File: config.mk
export PLATFORM = sky130hd
export DESIGN_NAME = run_length_tile_decoder
export DESIGN_NICKNAME = d
export VERILOG_FILES = /design/src/sv/rltd_pkg.sv /design/src/sv/rltd_controller.sv /design/src/sv/rltd_datapath.sv /design/src/sv/run_length_tile_decoder.sv
export VERILOG_INCLUDE_DIRS = /design/src /design/src/sv
export SDC_FILE = /design/constraint.sdc
export NUM_CORES = 1
export LEC_CHECK = 0
export BUFFER_PORTS_ARGS = -buffer_cell sky130_fd_sc_hd__buf_4
export CAP_MARGIN = 20
export CORE_MARGIN = 2
export CORE_UTILIZATION = 39
export CTS_BUF_LIST = sky130_fd_sc_hd__clkbuf_4 sky130_fd_sc_hd__clkbuf_8
export DETAILED_ROUTE_END_ITERATION = 16
export GPL_TIMING_DRIVEN = 0
export SLEW_MARGIN = 30
export SYNTH_ARGS = -nofsm -noshare
export SYNTH_HDL_FRONTEND = slang
export SYNTH_SLANG_ARGS = --single-unit
File: constraint.sdc
create_clock -name clock -period 4.6 [get_ports clock]
set_clock_uncertainty 0.2 [all_clocks]
set_input_delay 0.69 -clock clock [delete_from_list [all_inputs] [get_ports clock]]
set_output_delay 0.69 -clock clock [all_outputs]
set_load 0.01 [all_outputs]
File: src/sv/run_length_tile_decoder_defines.svh
// assertion macros for the run-length tile decoder
// no dependencies; the checks are left out when SYNTHESIS is defined
`ifndef RUN_LENGTH_TILE_DECODER_DEFINES_SVH
`define RUN_LENGTH_TILE_DECODER_DEFINES_SVH

`ifndef SYNTHESIS
`define RLTD_ASSERT_IMPLY(label, clk, rst, ante, cons) \
   label: assert property (@(posedge clk) disable iff (rst) (ante) |-> (cons)) \
      else $error("rltd: assertion failed");
`define RLTD_ASSERT_NEXT(label, clk, rst, ante, cons) \
   label: assert property (@(posedge clk) disable iff (rst) (ante) |=> (cons)) \
      else $error("rltd: assertion failed");
`else
`define RLTD_ASSERT_IMPLY(label, clk, rst, ante, cons)
`define RLTD_ASSERT_NEXT(label, clk, rst, ante, cons)
`endif

`endif

File: src/sv/rltd_pkg.sv
// shared types and constants of the run-length tile decoder
// no dependencies
package rltd_pkg;

   localparam int ADDR_W      = 14;
   localparam int BYTE_W      = 8;
   localparam int COUNT_W     = 7;
   localparam int REP_W       = 3;
   localparam int ROWS_W      = 6;
   localparam int EFF_ROWS_W  = 7;
   localparam int CSR_IDX_W   = 1;
   localparam int CSR_DATA_W  = 14;
   localparam int SEG_MAX     = 4;
   localparam int SEG_LIMIT   = 36;
   localparam int SEG_CNT_W   = 6;
   localparam int RUN_FLAG_BIT = 7;

   localparam logic [CSR_IDX_W-1:0] REG_BASE_ADDRESS = 1'b0;
   localparam logic [CSR_IDX_W-1:0] REG_ROW_COUNT    = 1'b1;

   localparam logic [ADDR_W-1:0] BASE_RESET = 14'd8192;
   localparam logic [ROWS_W-1:0] ROWS_RESET = 6'd30;

   typedef struct packed {
      logic load;
      logic step;
   } cmd_type;

   typedef struct packed {
      logic has_data;
      logic slot_free;
      logic seg_done;
   } status_type;

endpackage

File: src/sv/rltd_controller.sv
// controller of the run-length tile decoder: accept and emit sequencing
// depends on rltd_pkg
module rltd_controller (
   input  logic                 clock,
   input  logic                 reset,
   input  logic                 req_valid,
   output logic                 req_ready,
   input  rltd_pkg::status_type status,
   output rltd_pkg::cmd_type    cmd
);

   typedef enum logic {ST_IDLE, ST_EMIT} state_type;

   state_type state_ff, state_in;

   always_comb begin
      cmd.load  = (state_ff == ST_IDLE) && req_valid;
      cmd.step  = (state_ff == ST_EMIT) && status.slot_free;
      req_ready = (state_ff == ST_IDLE);
      state_in  = state_ff;
      case (state_ff)
         ST_IDLE: begin
            // a data byte starts a segment sequence, a control byte does not
            if (req_valid && status.has_data) state_in = ST_EMIT;
         end
         ST_EMIT: begin
            if (cmd.step && status.seg_done) state_in = ST_IDLE;
         end
         default: state_in = ST_IDLE;
      endcase
   end

   always_ff @(posedge clock) begin
      if (reset) begin
         state_ff <= ST_IDLE;
      end else begin
         state_ff <= state_in;
      end
   end

endmodule

File: src/sv/rltd_datapath.sv
// datapath of the run-length tile decoder: counters, position, segment split, result register
// depends on rltd_pkg and run_length_tile_decoder_defines.svh
`include "run_length_tile_decoder_defines.svh"

module rltd_datapath #(
   parameter int ROW_WIDTH = 32,
   parameter int MAX_ROWS  = 32
) (
   input  logic                                clock,
   input  logic                                reset,
   input  rltd_pkg::cmd_type                   cmd,
   output rltd_pkg::status_type                status,
   input  logic [rltd_pkg::BYTE_W-1:0]         req_coded_byte,
   input  logic                                csr_write_enable,
   input  logic [rltd_pkg::CSR_IDX_W-1:0]      csr_index,
   input  logic [rltd_pkg::CSR_DATA_W-1:0]     csr_write_data,
   output logic                                rsp_valid,
   input  logic                                rsp_ready,
   output logic [rltd_pkg::ADDR_W-1:0]         rsp_out_address,
   output logic [rltd_pkg::BYTE_W-1:0]         rsp_out_value,
   output logic [rltd_pkg::REP_W-1:0]          rsp_repeat_count,
   output logic                                rsp_last_of_input,
   output logic                                rsp_picture_end
);

   localparam int CW = $clog2(ROW_WIDTH);
   localparam int RW = (MAX_ROWS > 1) ? $clog2(MAX_ROWS) : 1;

   logic [rltd_pkg::ADDR_W-1:0]    base_ff, base_in;
   logic [rltd_pkg::ROWS_W-1:0]    rows_ff, rows_in;
   logic [rltd_pkg::COUNT_W-1:0]   run_ff, run_in;
   logic [rltd_pkg::COUNT_W-1:0]   lit_ff, lit_in;
   logic [rltd_pkg::COUNT_W-1:0]   len_ff, len_in;
   logic [rltd_pkg::BYTE_W-1:0]    val_ff, val_in;
   logic [RW-1:0]                  row_ff, row_in;
   logic [CW-1:0]                  col_ff, col_in;
   logic [rltd_pkg::SEG_CNT_W-1:0] seg_cnt_ff, seg_cnt_in;
   logic                           rsp_valid_ff, rsp_valid_in;

   logic [rltd_pkg::ADDR_W-1:0]    rsp_addr_ff;
   logic [rltd_pkg::BYTE_W-1:0]    rsp_value_ff;
   logic [rltd_pkg::REP_W-1:0]     rsp_rep_ff;
   logic                           rsp_last_ff;
   logic                           rsp_pe_ff;

   logic [CW:0]                        room_c;
   logic [rltd_pkg::REP_W-1:0]         seg_c;
   logic [CW:0]                        col_sum_c;
   logic                               row_end_c;
   logic [RW:0]                        row_nx_c;
   logic [rltd_pkg::EFF_ROWS_W-1:0]    eff_rows_c;
   logic                               pic_end_c;
   logic [rltd_pkg::COUNT_W-1:0]       len_rem_c;
   logic                               done_c;
   logic                               emit_ok_c;
   logic                               last_c;
   logic [rltd_pkg::ADDR_W-1:0]        addr_c;

   // segment split: at most four bytes, never past the row end
   always_comb begin
      room_c = (CW+1)'(ROW_WIDTH) - {1'b0, col_ff};
      if (len_ff < rltd_pkg::COUNT_W'(rltd_pkg::SEG_MAX)) seg_c = len_ff[rltd_pkg::REP_W-1:0];
      else                                              seg_c = rltd_pkg::REP_W'(rltd_pkg::SEG_MAX);
      if ((CW+1)'(seg_c) > room_c) seg_c = room_c[rltd_pkg::REP_W-1:0];
      col_sum_c = {1'b0, col_ff} + (CW+1)'(seg_c);
      row_end_c = col_sum_c >= (CW+1)'(ROW_WIDTH);
      row_nx_c  = {1'b0, row_ff} + (RW+1)'(1);
      if (rows_ff == '0)
         eff_rows_c = rltd_pkg::EFF_ROWS_W'(1);
      else if (rltd_pkg::EFF_ROWS_W'(rows_ff) > rltd_pkg::EFF_ROWS_W'(MAX_ROWS))
         eff_rows_c = rltd_pkg::EFF_ROWS_W'(MAX_ROWS);
      else
         eff_rows_c = rltd_pkg::EFF_ROWS_W'(rows_ff);
      pic_end_c = row_end_c && (rltd_pkg::EFF_ROWS_W'(row_nx_c) >= eff_rows_c);
      len_rem_c = len_ff - rltd_pkg::COUNT_W'(seg_c);
      done_c    = (len_rem_c == '0) || pic_end_c;
      emit_ok_c = seg_cnt_ff < rltd_pkg::SEG_CNT_W'(rltd_pkg::SEG_LIMIT);
      // the last segment that still fits the result limit closes the beat sequence
      last_c    = done_c || (seg_cnt_ff == rltd_pkg::SEG_CNT_W'(rltd_pkg::SEG_LIMIT - 1));
      addr_c    = base_ff + rltd_pkg::ADDR_W'(row_ff) * rltd_pkg::ADDR_W'(ROW_WIDTH)
                  + rltd_pkg::ADDR_W'(col_ff);
   end

   always_comb begin
      base_in      = base_ff;
      rows_in      = rows_ff;
      run_in       = run_ff;
      lit_in       = lit_ff;
      len_in       = len_ff;
      val_in       = val_ff;
      row_in       = row_ff;
      col_in       = col_ff;
      seg_cnt_in   = seg_cnt_ff;
      rsp_valid_in = rsp_valid_ff && !rsp_ready;

      if (csr_write_enable) begin
         case (csr_index)
            rltd_pkg::REG_BASE_ADDRESS: base_in = csr_write_data[rltd_pkg::ADDR_W-1:0];
            rltd_pkg::REG_ROW_COUNT:    rows_in = csr_write_data[rltd_pkg::ROWS_W-1:0];
            default: ;
         endcase
      end

      if (cmd.load) begin
         if (run_ff != '0) begin
            // byte is the run value
            len_in     = run_ff;
            run_in     = '0;
            val_in     = req_coded_byte;
            seg_cnt_in = '0;
         end else if (lit_ff != '0) begin
            lit_in     = lit_ff - rltd_pkg::COUNT_W'(1);
            len_in     = rltd_pkg::COUNT_W'(1);
            val_in     = req_coded_byte;
            seg_cnt_in = '0;
         end else if (req_coded_byte[rltd_pkg::RUN_FLAG_BIT]) begin
            run_in = req_coded_byte[rltd_pkg::COUNT_W-1:0];
         end else begin
            lit_in = req_coded_byte[rltd_pkg::COUNT_W-1:0];
         end
      end

      if (cmd.step) begin
         col_in = row_end_c ? '0 : col_sum_c[CW-1:0];
         len_in = pic_end_c ? '0 : len_rem_c;
         if (row_end_c) row_in = pic_end_c ? '0 : row_nx_c[RW-1:0];
         if (pic_end_c) begin
            run_in = '0;
            lit_in = '0;
         end
         if (emit_ok_c) begin
            seg_cnt_in   = seg_cnt_ff + rltd_pkg::SEG_CNT_W'(1);
            rsp_valid_in = 1'b1;
         end
      end
   end

   always_ff @(posedge clock) begin
      if (reset) begin
         base_ff      <= rltd_pkg::BASE_RESET;
         rows_ff      <= rltd_pkg::ROWS_RESET;
         run_ff       <= '0;
         lit_ff       <= '0;
         len_ff       <= '0;
         row_ff       <= '0;
         col_ff       <= '0;
         seg_cnt_ff   <= '0;
         rsp_valid_ff <= 1'b0;
      end else begin
         base_ff      <= base_in;
         rows_ff      <= rows_in;
         run_ff       <= run_in;
         lit_ff       <= lit_in;
         len_ff       <= len_in;
         row_ff       <= row_in;
         col_ff       <= col_in;
         seg_cnt_ff   <= seg_cnt_in;
         rsp_valid_ff <= rsp_valid_in;
      end
   end

   always_ff @(posedge clock) begin
      val_ff <= val_in;
      if (cmd.step && emit_ok_c) begin
         rsp_addr_ff  <= addr_c;
         rsp_value_ff <= val_ff;
         rsp_rep_ff   <= seg_c;
         rsp_last_ff  <= last_c;
         rsp_pe_ff    <= pic_end_c;
      end
   end

   assign status.has_data  = (run_ff != '0) || (lit_ff != '0);
   assign status.slot_free = !rsp_valid_ff || rsp_ready;
   assign status.seg_done  = done_c;

   assign rsp_valid         = rsp_valid_ff;
   assign rsp_out_address   = rsp_addr_ff;
   assign rsp_out_value     = rsp_value_ff;
   assign rsp_repeat_count  = rsp_rep_ff;
   assign rsp_last_of_input = rsp_last_ff;
   assign rsp_picture_end   = rsp_pe_ff;

   `RLTD_ASSERT_IMPLY(a_col_range, clock, reset, 1'b1, (CW+1)'(col_ff) < (CW+1)'(ROW_WIDTH))
   `RLTD_ASSERT_IMPLY(a_step_has_len, clock, reset, cmd.step, len_ff != '0)
   `RLTD_ASSERT_IMPLY(a_pe_is_last, clock, reset, rsp_valid_ff && rsp_pe_ff, rsp_last_ff)
   `RLTD_ASSERT_NEXT(a_wrap_home, clock, reset, cmd.step && pic_end_c, (row_ff == '0) && (col_ff == '0))

endmodule

File: src/sv/run_length_tile_decoder.sv
// run-length tile decoder: control bytes give no beat; a data byte is accepted while idle,
// then each emit step, taken while the result slot is free, gives one segment beat up to
// the result limit; no new byte is accepted until the segments are done; a literal is one
// segment, a run is split at four bytes and at row ends; beats come from the result register
// reset is synchronous: base_address 8192, row_count 30, counters and position cleared
// depends on rltd_pkg, rltd_controller and rltd_datapath
module run_length_tile_decoder #(
   parameter int ROW_WIDTH = 32,
   parameter int MAX_ROWS  = 32
) (
   input  logic                            clock,
   input  logic                            reset,
   input  logic                            req_valid,
   output logic                            req_ready,
   input  logic [rltd_pkg::BYTE_W-1:0]     req_coded_byte,
   output logic                            rsp_valid,
   input  logic                            rsp_ready,
   output logic [rltd_pkg::ADDR_W-1:0]     rsp_out_address,
   output logic [rltd_pkg::BYTE_W-1:0]     rsp_out_value,
   output logic [rltd_pkg::REP_W-1:0]      rsp_repeat_count,
   output logic                            rsp_last_of_input,
   output logic                            rsp_picture_end,
   input  logic                            csr_write_enable,
   input  logic [rltd_pkg::CSR_IDX_W-1:0]  csr_index,
   input  logic [rltd_pkg::CSR_DATA_W-1:0] csr_write_data
);

   rltd_pkg::cmd_type    cmd;
   rltd_pkg::status_type status;

   rltd_controller u_controller (
      .clock     (clock),
      .reset     (reset),
      .req_valid (req_valid),
      .req_ready (req_ready),
      .status    (status),
      .cmd       (cmd)
   );

   rltd_datapath #(
      .ROW_WIDTH (ROW_WIDTH),
      .MAX_ROWS  (MAX_ROWS)
   ) u_datapath (
      .clock             (clock),
      .reset             (reset),
      .cmd               (cmd),
      .status            (status),
      .req_coded_byte    (req_coded_byte),
      .csr_write_enable  (csr_write_enable),
      .csr_index         (csr_index),
      .csr_write_data    (csr_write_data),
      .rsp_valid         (rsp_valid),
      .rsp_ready         (rsp_ready),
      .rsp_out_address   (rsp_out_address),
      .rsp_out_value     (rsp_out_value),
      .rsp_repeat_count  (rsp_repeat_count),
      .rsp_last_of_input (rsp_last_of_input),
      .rsp_picture_end   (rsp_picture_end)
   );

endmodule
==> results.txt <==
Outcome - complete, no violations
WP data required - 4650 ps
Top_reg_cell synth - dfxtp_1
Post-Synthesis Cells - 512
Max cap viols - 0
Hold Vio Cnt, Final - 0
Final Util - 0.475
Post-synthesis sequential area ratio - 0.450
Seq cells post-synth - 94
Leakage - 2.32 nW
Syn avg cell area - 9.69 µm²
Final setup fails - 0
Number of global-route vias before repair - 3848
Placed wire-length estimate - 8.43 mm
Clk buf depth - 2
Worst IR Drop VDD - 0.305 mV
Die Ht - 117 µm
Clock root cell - clkbuf_8
Final-stage net count - 643
DRC violations left - 0
Unique masters post-synth - 70
CP top delay family - simple AND/OR/NAND/NOR gates
Min-Delay Endpoint - u_datapath.rsp_out_value[4]
Fin crit period - 4330 ps
CTS Buf Count - 9
Die W - 117 µm
I/O pin count - 57
CP startpoint kind - flop
Post-synthesis async set-or-reset flop share - 0
Worst-Skew Late Latency - 380 ps
DR vias - 4015
Power per cell area - 548 nW/µm²
Aggregate global routing overflow - 0
CP peak stage delay - 430 ps
First-pass GRT wire length - 18.7 mm
Setup crit start - u_datapath.len_ff[3]
Number of synthesized flops with an enable pin - 35
Sw Pwr - 0.00122 W
Post-DRT Antenna Nets - 0
Total wire length - 11.3 mm
Min-delay worst type - flop to flop
Net Count, Synth - 572
Total track usage - 0.174
R2r setup slk - 270 ps
Worst Path Buf+Inv - 1
TritonRoute pass-1 iters - 4
RR Endpoint - u_datapath.rsp_last_of_input
Largest net degree at the start of global routing - 17
Slew margin rel. - 0.556
Metal3 WL - 456 µm
Die footprint - 13600 µm²
Setup TNS - 0 ps
RePlAce Congestion - 0.897
Critical Path Slowest Stage Cell - or3_4
CTS tree - yes
Ant diodes - 0
CORE AREA - 12500 µm²
Initial antenna violation count - 0
Layout cells sized above 1 - 0.168
RSZ-0062 raised after global routing - no
Clock share of power - 0.214
Final Max Slew Viols - 0
Drt wl/cell - 14.9 µm
Post-route clock period utilization - 0.942
Worst flop-to-flop path startpoint - u_datapath.len_ff[3]
# rows - 41
DR iter-0 viols - 216
CP arrival - 4390 ps
Reg clk slew, reported paths - 100 ps
Seq pwr share - 0.364
Starting Density - 0.396
Crit end category - flop
Setup Crit Path Kind - flop to flop
Hold path startpoint - u_datapath.val_ff[4]
Critical path cell sequence - or3_4, nor3_4, inv_1, nor2_1, ha_1, a21o_1, a21oi_2, nor3_4, mux2i_2, ha_1, fa_1, xnor2_1, or3_1, nor4_4, a311o_1
DR vias/cell - 5.28
Max FO, Critical Path - 5
Worst Tran Pin Value - 663 ps
Internal - 0.00203 W
Logic gate share of total power - 0.422
Post-Syn Area - 4960 µm²
F_max - 0.231 GHz
Worst Reg-to-Reg Cells - 15
Power, Total - 0.00326 W
Max H-tree Level - 3
Area growth syn-to-layout - 19.7%
Sw Share - 0.375
WL met1 - 5.49 mm
Worst hold path cell count - 0
Ys Warns - 0
Max layer used - met4
CTS Sinks - 94
Met2 WL - 5.18 mm
PortBufs - 56
==> power groups by stage <==
stage                     clock network, W  logic [W]  registers [W]
final                             0.000698    0.00137        0.00119
after global routing              0.000749    0.00153        0.00121
after CTS                         0.000717    0.00128        0.00118
after detailed placement                 0    0.00126        0.00120
after global placement                   0    0.00121        0.00120
after floorplan                          0   0.000869        0.00121
==> logic make-up after synthesis <==
group / after synthesis / share of synthesized area
AO/OA/AOI/OAI: 117 / 0.167
AND/OR/NAND/NOR: 199 / 0.208
adder cells (fa/ha/maj): 32 / 0.0852
buffers and inverters: 39 / 0.0325
XOR/XNOR: 22 / 0.0388
multiplexers: 9 / 0.0187
flip-flops: 94 / 0.450
==> placed cells by master (no fill, tap or decap), types with 4 or more instances in the layout <==
| master | count |
|---|---|
| a211o_1 | 6 |
| a211oi_1 | 5 |
| a21o_1 | 4 |
| a21oi_1 | 31 |
| a22oi_1 | 8 |
| and3_1 | 7 |
| buf_4 | 58 |
| clkbuf_1 | 8 |
| clkbuf_8 | 10 |
| dfxtp_1 | 59 |
| edfxtp_1 | 35 |
| ha_1 | 29 |
| inv_1 | 27 |
| mux2i_1 | 6 |
| nand2_1 | 62 |
| nand2b_1 | 10 |
| nand3_1 | 15 |
| nand3b_1 | 5 |
| nand4_1 | 4 |
| nor2_1 | 40 |
| nor2b_1 | 12 |
| nor3_1 | 11 |
| nor3_4 | 5 |
| nor3b_1 | 5 |
| o211ai_1 | 5 |
| o21ai_0 | 16 |
| o31ai_1 | 6 |
| or3_1 | 6 |
| xnor2_1 | 10 |
| xor2_1 | 12 |
==> worst max path at each step <==
stage,slack (ps),cells after the start,end
finish,270,15,u_datapath.rsp_last_of_input
global route,40,15,u_datapath.rsp_last_of_input
CTS,110,15,u_datapath.rsp_last_of_input
detailed placement,-100,16,u_datapath.rsp_last_of_input
global placement,-110,15,u_datapath.rsp_last_of_input
floorplan,520,15,u_datapath.rsp_last_of_input
==> state kept, by name (all words and copies together), names as in the netlist <==
register                      count
u_controller.state_ff             1
u_datapath.seg_cnt_ff             6
u_datapath.row_ff                 5
u_datapath.lit_ff                 7
u_datapath.rsp_valid              1
u_datapath.rsp_repeat_count       3
u_datapath.rsp_out_address       14
u_datapath.rsp_out_value          8
u_datapath.rsp_picture_end        1
u_datapath.run_ff                 7
u_datapath.val_ff                 8
u_datapath.col_ff                 5
u_datapath.rsp_last_of_input      1
u_datapath.base_ff               14
u_datapath.rows_ff                6
u_datapath.len_ff                 7
==> layout make-up <==
cell class | instances | area [µm²]
timing repair buffer | 60 | 462
fill | 1216 | 6580
buffer | 12 | 60.1
sequential | 94 | 2230
clock inverter | 6 | 118
tap | 172 | 215
multi-input combinational | 379 | 2620
inverter | 27 | 101
clock buffer | 10 | 138
==> metrics by stage <==
step | worst slack, ps | hold slack [ps] | area (µm²) | instances
floorplan | 518 | 200 | 4960 | 512
global placement | -108 | 204 | 5600 | 740
detailed placement | -97.2 | 205 | 5630 | 742
CTS | 110 | 227 | 5900 | 758
global route | 35.4 | 234 | 5940 | 760
finish | 267 | 226 | 5940 | 760
==> what timing repair did <==
action,in CTS,in global routing
pin swaps,0,3
setup endpoints to repair,2,16
hold buffers,0,0
buffers inserted,0,2
gates resized for setup,3,6
==> layer usage <==
metal	track usage	vias to the layer above
met5	0	-
met4	0.0549	0
met3	0.0396	17
met2	0.281	84
met1	0.234	1896
li1	-	2018
==> cell usage after synthesis (3+ instances only) <==
cell       count  area, µm²
a21oi_1       33        165
fa_1           3       60.1
nand2b_1      10       62.6
clkbuf_1       8       30.0
a211o_1        6       52.6
a221oi_1       3       26.3
o211ai_1       5       37.5
a211oi_1       5       37.5
o2bb2ai_1      3       26.3
nand2_1       62        233
or3_1          6       37.5
nor2b_1       13       81.3
nand4_1        4       25.0
ha_1          29        363
nor3_1        12       60.1
nor3b_1        5       37.5
nor2_1        40        150
o21ai_0       16       80.1
nand3_1       15       75.1
o31ai_1        6       45.0
a31oi_1        3       18.8
edfxtp_1      35       1050
a22oi_1        8       60.1
nand3b_1       5       37.5
nor3_4         3       48.8
a21o_1         4       30.0
mux2i_1        7       70.1
and3_1         7       43.8
inv_1         27        101
dfxtp_1       59       1180
xor2_1        12        105
xnor2_1       10       87.6
nor4_1         4       25.0
No activity file was read; power rests on OpenSTA's default activity.
